## src/hdl/pfba_pkg.sv

```systemverilog
// Package for the page frame bitmap allocator: shared constants, command and
// status codes, controller states and the run-search result struct.
// No dependencies; imported by pfba_run_scan and page_frame_bitmap_allocator.
`default_nettype none

package pfba_pkg;

  localparam int WORD_BITS      = 32;
  localparam int BIT_W          = 5;           // bit index inside one bitmap word
  localparam int MAX_FRAMES_DEF = 65536;
  localparam int FRAME_W        = 16;          // width of a frame number
  localparam int NEED_W         = 17;          // width of a page count
  localparam int TOTAL_W        = 17;          // width of the total_frames register
  localparam int LEN_W          = 18;          // width of a free-run length
  localparam int CNT_W          = 32;          // width of the allocation counter
  localparam logic [TOTAL_W-1:0] TOTAL_RESET = 17'd61440;

  typedef enum logic [1:0] {
    OP_ALLOC = 2'd0,
    OP_FREE  = 2'd1,
    OP_MARK  = 2'd2,
    OP_TEST  = 2'd3
  } opcode_t;

  typedef enum logic [1:0] {
    STS_OK         = 2'd0,
    STS_ZERO_COUNT = 2'd1,
    STS_NO_SPACE   = 2'd2
  } status_t;

  typedef enum logic [2:0] {
    S_CLEAR,
    S_IDLE,
    S_SCAN,
    S_FOUND,
    S_MARK,
    S_SINGLE,
    S_FINISH
  } state_t;

  typedef struct packed {
    logic             hit;
    logic [BIT_W-1:0] idx;
    logic [LEN_W-1:0] carry;
  } scan_res_t;

endpackage

`default_nettype wire

```

## src/hdl/pfba_run_scan.sv

```systemverilog
// Free-run search over one 32-bit bitmap word, continuing a run carried in
// from the words below. Depends on pfba_pkg.
`default_nettype none

module pfba_run_scan (
  input  wire logic [pfba_pkg::WORD_BITS-1:0] word,
  input  wire logic [pfba_pkg::LEN_W-1:0]     carry_in,
  input  wire logic [pfba_pkg::NEED_W-1:0]    need,
  output pfba_pkg::scan_res_t                 res
);
  import pfba_pkg::*;

  // Run length of free frames ending at each bit, built by doubling windows.
  logic [5:0]       lvl [0:5][0:WORD_BITS-1];
  logic [LEN_W-1:0] run_len [0:WORD_BITS-1];
  logic [WORD_BITS-1:0] hit_vec;
  logic [WORD_BITS-1:0] free_bits;

  assign free_bits = ~word;

  always_comb begin
    int s;
    int j;
    for (int i = 0; i < WORD_BITS; i++) begin
      lvl[0][i] = {5'd0, free_bits[i]};
    end
    for (int k = 0; k < 5; k++) begin
      s = 1 << k;
      for (int i = 0; i < WORD_BITS; i++) begin
        j = (i >= s) ? i - s : 0;
        if ((i >= s) && (lvl[k][i] == 6'(s))) begin
          lvl[k+1][i] = lvl[k][i] + lvl[k][j];
        end else begin
          lvl[k+1][i] = lvl[k][i];
        end
      end
    end
    for (int i = 0; i < WORD_BITS; i++) begin
      if (lvl[5][i] == 6'(i + 1)) begin
        run_len[i] = carry_in + LEN_W'(i + 1);
      end else begin
        run_len[i] = LEN_W'(lvl[5][i]);
      end
      hit_vec[i] = (run_len[i] >= {1'b0, need});
    end
  end

  always_comb begin
    res.hit   = |hit_vec;
    res.idx   = '0;
    res.carry = run_len[WORD_BITS-1];
    for (int i = WORD_BITS - 1; i >= 0; i--) begin
      if (hit_vec[i]) begin
        res.idx = BIT_W'(i);
      end
    end
  end

endmodule

`default_nettype wire

```

## config.mk

```make
export PLATFORM = sky130hd
export DESIGN_NAME = pfba_run_scan
export DESIGN_NICKNAME = d
export VERILOG_FILES = /design/src/hdl/pfba_pkg.sv /design/src/hdl/pfba_run_scan.sv
export SDC_FILE = /design/constraint.sdc
export NUM_CORES = 2
export LEC_CHECK = 0
export BUFFER_PORTS_ARGS = -buffer_cell sky130_fd_sc_hd__clkbuf_2
export CELL_PAD_IN_SITES_DETAIL_PLACEMENT = 1
export CELL_PAD_IN_SITES_GLOBAL_PLACEMENT = 1
export CORE_ASPECT_RATIO = 1.4
export CORE_MARGIN = 5
export CORE_UTILIZATION = 53
export DETAILED_ROUTE_END_ITERATION = 8
export GPL_TIMING_DRIVEN = 0
export PLACE_DENSITY = 0.9
export SYNTH_ARGS = -nofsm -noshare
export SYNTH_HDL_FRONTEND = slang
export SYNTH_SLANG_ARGS = --single-unit
```

## constraint.sdc

```tcl
create_clock -name vclk -period 30.2
set_clock_uncertainty 0.1 [all_clocks]
set_input_delay 4.53 -clock vclk [all_inputs]
set_output_delay 4.53 -clock vclk [all_outputs]
set_load 0.02 [all_outputs]
```

**After elaboration in Yosys (flattened, before gate mapping)**

Cells that the tools add are included.

- Add/subtract/negate cells: 161
- Magnitude comparators: 32
- Equality and inequality tests: 129
- Mux-type cells: 193
- Bitwise operators: 1
- Reductions and logical operators: 1

Operators by type and width:

| cell | number |
|---|---|
| $mux W6 | 129 |
| $ge A18 B17 Y1 | 32 |
| $mux W18 | 32 |
| $add A6 B6 Y6 | 94 |
| $add A18 B5 Y18 const B | 16 |
| $eq A6 B2 Y1 const B | 32 |
| $eq A6 B3 Y1 const B | 32 |
| $eq A6 B4 Y1 const B | 32 |
| $eq A6 B5 Y1 const B | 32 |
| $mux W5 | 32 |
| $add A18 B4 Y18 const B | 8 |
| $add A18 B3 Y18 const B | 4 |
| $add A1 B1 Y2 | 31 |
| $add A18 B2 Y18 const B | 2 |
| $not A32 Y32 | 1 |
| $reduce_or A32 Y1 | 1 |
| $add A6 B1 Y6 | 4 |
| $add A18 B1 Y18 const B | 1 |
| $add A18 B6 Y18 const B | 1 |
| $eq A6 B6 Y1 const B | 1 |

- Flip-flop bits (word level): 0
- Bits of input ports: 67
- Output and inout bits: 24
- Logic and storage cells: 517

**Logic depth before layout (Yosys ltp)**

- Word-level depth: 46
- Mapped depth: 40
- Depth with buffers taken out: 37

**Worst setup path before layout**

Ideal clock, no wire load.

- Path type: input port to output port
- From: in word[8] (netlist name)
- To: out res[20] (netlist name)
- Arrival: 12799 ps
- Required time: 25570 ps
- Slack: 12771 ps
- Cell stages on the path: 35
- Cell sequence: clkbuf_1 or2_2 xnor2_1 ha_1 nor3b_2 inv_1 fa_1 o31ai_1 inv_1 fa_1 nor2_1 nand2_1 o21ai_0 ha_1 a211oi_1 nor2_1 a2111o_1 a211oi_1 a2bb2oi_1 or3_1 clkbuf_1 clkbuf_1 nor2_1 ha_1 a21o_1 a21o_1 a21oi_1 o2111a_1 o31ai_1 a31o_2 or2_2 nor3_1 a211oi_1 o211a_1 nor3_1

RTL lines:

| what | line | RTL |
|---|---|---|
| start, declared | pfba_run_scan.sv:6 | `input wire logic [pfba_pkg::WORD_BITS-1:0] word,` |
| end, declared | pfba_run_scan.sv:9 | `output pfba_pkg::scan_res_t res` |

==> flow_metrics.py <==
metrics = {
    "floorplan": {
        "die_h_microns": 316.7,
        "initial_core_util": 0.5338,
        "ios": 91,
        "core_sq_mm": 0.06670,
        "fp.dieW_microns": 229.1,
        "row_count": 112,
        "die-area_sq_mm": 0.07254,
    },
    "drt": {
        "finalWirelength_mm": 186.0,
        "viasPerCell": 7.060,
        "final_antenna_net_count": 0,
        "routedWlPerCell_microns": 31.09,
        "drc": 0,
        "firstDrtPassIters": 6,
        "routed-via-count": 42230,
        "initialDrtViolationCount": 3587,
    },
    "setup_path": {
        "crit_path_end_kind": "primary output",
        "critPathKind": "input port to primary output",
        "required_ns": 25.57,
        "max_stage_delay_ns": 0.88,
        "start_kind": "input port",
        "crit_slowest_cell": "o21ai_0",
        "path_max_fanout": 10,
        "cp.arrival_ns": 15.60,
        "cpMostUsedCell": "ha_1",
    },
    "hold_path": {
        "worstHoldPathType": "input port to primary output",
        "hold_end": "res[6]",
        "hold_path.startpoint": "carry_in[6]",
        "whs_path_depth": 4,
    },
    "synthesis": {
        "netlist_area_sq_mm": 0.03561,
        "yosysSeqAreaShare": 0,
        "yosysWarnings": 0,
        "syn_inst": 5020,
        "yosysUniqueCellTypes": 115,
        "avgSynthCellArea_sq_um": 7.093,
    },
    "final_layout": {
        "multiInputGateArea_sq_mm": 0.03384,
        "stdcell_area_sq_mm": 0.03746,
        "final_util": 0.5616,
        "fin_cells": 5982,
        "regArea_sq_um": 0,
        "finalNetCount": 6078,
        "final_common_cell": "ha_1",
        "clkbuf_count": 0,
        "layout_common_cells": "820 x ha_1, 810 x nor2_1, 377 x a21oi_1, 332 x xnor2_1, 297 x nand2_1",
        "fillers": 8888,
        "syn2layout_area_growth_pct": 5.211,
        "drive_gt1_frac": 0.05294,
        "seq_cells": 0,
    },
    "timing": {
        "finalHoldViolCount": 0,
        "setup_viol_count_final": 0,
        "fin_setup_tns_ns": 0,
        "fmax_mhz": 49.43,
        "post-route-period-util": 0.6699,
        "final.min_clock_period_ns": 20.23,
        "worstMarginPinSlew_ns": 1.628,
        "max-slew-margin-rel": -0.08531,
        "rsz0062_at_grt": "no",
        "slew_violations": 58,
    },
    "placed_design": {
        "place_hpwl_mm": 148.7,
        "gp_congestion": 1.123,
        "placedInstanceArea_sq_mm": 0.03742,
        "port_buffers": 79,
        "dp_cells": 5974,
    },
    "global_route": {
        "busiest_layer": "met2",
        "grt_max_degree": 33,
        "grt_use_total": 0.4864,
        "grt_pass1_vias": 43030,
        "antenna_found_initial": 12,
        "grt.met2_usage": 0.7775,
        "grt_first_pass_wirelength_mm": 269.2,
        "use_met3": 0.1294,
        "grt_use_met1": 0.5164,
        "overflow": 0,
    },
    "run_status": {
        "violations": "max-capacitance violations, max-slew violations",
        "status": "finished, violations left",
    },
    "clocking": {
        "cts_resized": 0,
        "postCtsSetupBuffers": 0,
        "cts.hold.buffers_added": 0,
    },
    "flow_run": {
        "maxCapViolCount": 6,
    },
}
==> cells by family (layout without fill, tap and decap cells) <==
logic type	after synthesis	count (layout)	share of synthesized area
xor+xnor	523	523	0.1286
buf+inv	466	562	0.05011
mux	5	5	0.001476
other cells	1	12	0.0001053
fa+ha+maj	892	892	0.3281
compound gates	1362	1362	0.2577
simple gates	1771	1771	0.2339
==> Yosys cell counts, drive strengths merged, types with 38 or more instances <==
master / instances / area [sq um]
nand2: 297 / 1115
nor2: 812 / 3053
o21a: 53 / 397.9
nor2b: 74 / 462.9
or3: 61 / 396.6
o21ai: 237 / 1186
a31oi: 61 / 387.9
nor3: 80 / 415.4
fa: 70 / 1401
nand3: 109 / 550.5
inv: 266 / 998.5
nand4: 42 / 262.8
a211oi: 56 / 437.9
a21oi: 378 / 1896
or2: 38 / 237.7
xor2: 191 / 1673
a21o: 213 / 1599
clkbuf: 166 / 624.3
nand2b: 84 / 525.5
ha: 820 / 10260
xnor2: 332 / 2908
==> layout make-up <==
cell class         count  share of cell area
plain buffers        197             0.02104
well taps            855             0.02856
diodes                 8           0.0005344
multi-input cells   4557              0.9034
inverters            269             0.02695
repair buffers        96             0.01951
==> stage by stage <==
| stage | setup WS (ns) | hold WS [ns] |
|---|---|---|
| 2_1_floorplan | 12.77 | 9.313 |
| 3_3_place_gp | 10.57 | 9.776 |
| 3_5_place_dp | 10.37 | 9.780 |
| 4_1_cts | 10.34 | 9.786 |
| 5_1_grt | 9.423 | 9.862 |
| 6_report | 9.970 | 9.859 |
==> per-layer routing <==
layer  routed length (microns)  up-vias  part of all wire
met3                     18590     1098              0.10
li1                          -    18240                 -
met1                     64650    20410              0.35
met5                        59        -           0.00032
met2                     79340     2475              0.43
met4                     23350        8              0.13
==> critical path: cells and delay by family <==
| kind | cells | cell delay [ns] |
|---|---|---|
| AND/OR/NAND/NOR | 9 | 2.89 |
| buffers and inverters | 6 | 1.45 |
| AO/OA/AOI/OAI | 13 | 4.42 |
| XOR/XNOR | 2 | 0.37 |
| adder cells (fa/ha/maj) | 5 | 1.92 |
==> how the worst max path moves through the flow <==
stage          startpoint       to  slack [ns]  cells after the start
2_1_floorplan     word[8]  res[20]       12.77                     35
3_5_place_dp     word[20]  res[23]       10.37                     33
6_report         word[10]  res[23]        9.97                     35
5_1_grt          word[10]  res[23]        9.42                     36
4_1_cts          word[20]  res[23]       10.34                     33
3_3_place_gp     word[10]  res[23]       10.57                     36
